$ cat config.mk
export PLATFORM = sky130hd
export DESIGN_NAME = tint_ctrl
export DESIGN_NICKNAME = d
export VERILOG_FILES = /design/src/rtl/tint_pkg.sv /design/src/rtl/tint_ctrl.sv
export SDC_FILE = /design/constraint.sdc
export NUM_CORES = 1
export LEC_CHECK = 0
export CORE_AREA = 4 4 41 43
export CTS_CLUSTER_SIZE = 8
export DETAILED_ROUTE_END_ITERATION = 8
export DIE_AREA = 0 0 45 47
export DONT_BUFFER_PORTS = 1
export PLACE_DENSITY_LB_ADDON = 0.2
export RECOVER_POWER = 100
export SETUP_SLACK_MARGIN = 0.5
export SLEW_MARGIN = 25
export SYNTH_ARGS = -nofsm -noshare
export SYNTH_HDL_FRONTEND = slang
export SYNTH_SLANG_ARGS = --single-unit
$ cat constraint.sdc
create_clock -name clk -period 2.6 [get_ports clk]
set_input_delay 0.39 -clock clk [delete_from_list [all_inputs] [get_ports clk]]
set_output_delay 0.39 -clock clk [all_outputs]
set_load 0.05 [all_outputs]
$ cat src/rtl/tint_pkg.sv
`timescale 1ns / 1ps
// ----------------------------------------------------------------------------
// tint_pkg
// Shared constants, codes and controller/datapath interface types for the
// transaction intent table.
// ----------------------------------------------------------------------------
package tint_pkg;

  localparam int CAPACITY = 1024;
  localparam int ADDR_W   = $clog2(CAPACITY);
  localparam int CNT_W    = $clog2(CAPACITY + 1);

  localparam int MODE_W   = 3;
  localparam int TXN_W    = 64;
  localparam int KIND_W   = 16;
  localparam int PHASE_W  = 2;
  localparam int STATUS_W = 2;
  localparam int AFF_W    = 11;
  localparam int ENTRY_W  = TXN_W + PHASE_W;

  localparam int IN_TDATA_W  = 88;
  localparam int OUT_TDATA_W = 16;

  // Operation codes.
  localparam logic [MODE_W-1:0] MODE_CREATE = 3'd0;
  localparam logic [MODE_W-1:0] MODE_APPLY  = 3'd1;
  localparam logic [MODE_W-1:0] MODE_COMMIT = 3'd2;
  localparam logic [MODE_W-1:0] MODE_REPLAY = 3'd3;
  localparam logic [MODE_W-1:0] MODE_CLEAR  = 3'd4;

  // Lifecycle phases of a stored intent.
  localparam logic [PHASE_W-1:0] PH_PENDING   = 2'd0;
  localparam logic [PHASE_W-1:0] PH_APPLIED   = 2'd1;
  localparam logic [PHASE_W-1:0] PH_COMMITTED = 2'd2;
  localparam logic [PHASE_W-1:0] PH_REPLAYED  = 2'd3;

  // Result status codes.
  localparam logic [STATUS_W-1:0] ST_OK      = 2'd0;
  localparam logic [STATUS_W-1:0] ST_INVALID = 2'd1;
  localparam logic [STATUS_W-1:0] ST_FULL    = 2'd2;

  typedef struct packed {
    logic load;    // capture the incoming operation and reset the scan
    logic scan;    // walk the stored entries
    logic finish;  // commit the result and the new entry count
  } dp_cmd_t;

  typedef struct packed {
    logic scan_done;  // every stored entry has been processed
    logic out_free;   // the output register can take a result
  } dp_status_t;

endpackage

$ cat src/rtl/tint_ctrl.sv
`timescale 1ns / 1ps
// ----------------------------------------------------------------------------
// tint_ctrl
// Operation sequencer: accepts an operation, runs the entry scan and hands the
// result to the output register.
// ----------------------------------------------------------------------------
module tint_ctrl (
  input  logic                 clk,
  input  logic                 rst,
  input  logic                 s_tvalid,
  output logic                 s_tready,
  input  tint_pkg::dp_status_t sts,
  output tint_pkg::dp_cmd_t    cmd
);

  typedef enum logic [2:0] {
    ST_IDLE = 3'b001,
    ST_SCAN = 3'b010,
    ST_RESP = 3'b100
  } state_t;

  state_t state;
  state_t state_next;

  always_ff @(posedge clk) begin
    if (rst) begin
      state <= ST_IDLE;
    end else begin
      state <= state_next;
    end
  end

  always_comb begin
    state_next = state;
    cmd        = '0;
    s_tready   = 1'b0;
    case (state)
      ST_IDLE: begin
        s_tready = 1'b1;
        if (s_tvalid) begin
          cmd.load   = 1'b1;
          state_next = ST_SCAN;
        end
      end
      ST_SCAN: begin
        cmd.scan = 1'b1;
        if (sts.scan_done) begin
          state_next = ST_RESP;
        end
      end
      ST_RESP: begin
        if (sts.out_free) begin
          cmd.finish = 1'b1;
          state_next = ST_IDLE;
        end
      end
      default: begin
        state_next = ST_IDLE;
      end
    endcase
  end

endmodule

==> results.md <==
* CP arrival at 1.42 ns
* Syn Nets at 21
* Area growth syn-to-layout at 27.5%
* Worst Tran Pin Value at 0.832 ns
* CP delay by family, top: buffers and inverters
* Slew HR at 0.443
* DP Cell Count at 32
* Number of gates resized after CTS at 0
* DRC at 0
* Layout cells sized above 1 at 0.238
* Total power at 0.160 mW
* Number of global-route vias before repair at 153
* Top reg by flops: state
* Placer congestion estimate at 0.709
* Fillers at 160
* Final instance area at ~230 µm²
* Syn Inst Count at 16
* Tmin final at 1.81 ns
* Post-CTS Setup Inserts at 0
* PD cells at around 710 mW/mm²
* Syn avg cell area at between 10 and 15 µm²
* Max Buffers Root-to-Sink at 2
* Seq/Total Area, Yosys at 0.338
* DP Worst Slack at 1.00 ns
* Post-Route WL at ~450 µm
* Largest net degree at the start of global routing at 10
* Input/output buffers at 0
* Crit path max-delay cell type: clkbuf_1
* Wire length per cell at 12.4 µm
* Hold WS at 0.225 ns
* Final setup margin at 0.786 ns
* Total GRT Usage at 0.0496
* Hold_sp: rst
* Final Setup Violations at 0
* VDD IR max at 0.305 mV
* Hold-fix buffers, CTS at 0
* Die Span X at 45 µm
* Post-DP Area at 214 µm²
* Core Region at around 0.0013 mm²
* Max Cap Viol at 0
* Post-route ant nets at 0
* Clock Sinks at 3
* Post-route insts no fill at 36
* Crit-path cells: nor3b_2, clkbuf_1
* TritonCTS Buffers at 3
* Leak at 0.0760 nW
* Critical path class: reg -> out
* Cell Rows at 13
* Initial Util at 0.137
* Top fanout value on the critical path at 9
* Worst Path Required at 2.21 ns
* CP max stage delay at between 0.5 and 0.6 ns
* CTS tree: done
* Die ar. at between 0.002 and 0.0025 mm²
* I/O pin cnt at 9
* Fmax at approximately 550 MHz
* DR pass1 iterations at 3
* Setup Skew at 0.000505 ns
* Vias at roughly 160
* Count of final max-slew check failures at 0
* Crit end category: output port
* Grt total ovfl at 0
* Startpoint types: flop
* Buf/Inv on CP at 1
* Mapped Area at 178 µm²
* #FFs+latches synth at 3
* Yosys warnings at 0
* R2r startpoint: state[1]
* Finished Core Util at 0.174
* Count of cell types in the netlist at 9
* CP Launch Point: state[1]
* Status: finished, final reports clean
* H-Tree Depth at 1
* Largest regs: state x3
* Clock root cell: clkbuf_4
* TNS Setup at 0 ns
* Final Hold Violating Endpoints at 0
* Reg clk slew, reported paths at approximately 0.04 ns
* First-pass GRT wire length at about 690 µm
* Final period utilization at 0.698
* Worst hold path type: in -> reg
* Drt first-iter violations at 6
* Clock Latency Late Sink at 0.23 ns
* Post-DP HPWL at 316 µm
* Initial antenna violation count at 0
* RSZ-0062 raised after global routing: false
* Via density at 4.33
* Storage element area at 60.1 µm²
* Antenna diodes at 0
* Multi-input gate area at roughly 110 µm²
* DIE HEIGHT at 47 µm
* Nets at 27
* Max reg flops at 3
-- where the power goes --
part / internal, mW / leakage (nW) / switching [mW]
clock: 0.0576 / 0.0150 / 0.0249
sequential: 0.0488 / 0.0246 / 0.00492
combinational: 0.00633 / 0.0364 / 0.0172
-- layer usage --
metal | up-vias | track usage | wire [µm]
met3 | 0 | 0.0383 | 67
met1 | 70 | 0.0700 | 224
met4 | 0 | 0.0351 | 0
li1 | 76 | - | -
met5 | - | 0 | 0
met2 | 10 | 0.0452 | 157
-- cell type report --
class,instances,area share
Clock buffer,4,0.116
Inverter,1,0.0166
Multi-Input combinational cell,12,0.503
Sequential cell,3,0.265
Tap cell,15,0.0829
Timing Repair Buffer,1,0.0166
-- cell usage in the layout, fill, tap and decap left out --
cell	count
and4bb_1	2
o31ai_1	1
nand3b_1	2
clkbuf_1	2
nor4b_1	1
inv_1	1
or3b_1	2
clkbuf_4	3
a211oi_1	2
nor3b_2	2
dfxtp_1	3
-- final timing paths --
| check | endpoint | slack (ns) | depth (start not counted) |
|---|---|---|---|
| min | state[2] | 0.22 | 1 |
| max reg2reg | state[0] | 1.10 | 3 |
| min reg2reg | state[2] | 0.57 | 1 |
| max | cmd[1] | 0.79 | 2 |
-- worst register-to-register path, stage by stage, from the launching register on --
cell and delay, ns:
dfxtp_1 0.46, nor3b_2 0.21, clkbuf_1 0.51, o31ai_1 0.17
-- Yosys cell counts --
cell      instances  area [µm²]
inv_1             1        3.75
o31ai_1           1        7.51
nor3b_1           2        15.0
nor4b_1           1        8.76
or3b_1            2        17.5
and4bb_2          2        25.0
a211oi_2          2        25.0
nand3b_1          2        15.0
dfxtp_1           3        60.1
-- logic make-up (layout without fill, tap and decap cells) --
family	Yosys count	in the layout	share of synthesized area
AND/OR/NAND/NOR	9	9	0.458
AO/OA/AOI/OAI	3	3	0.183
flip-flops	3	3	0.338
buffers and inverters	1	6	0.0211
Note: power is estimated with default switching activity, not from simulation.
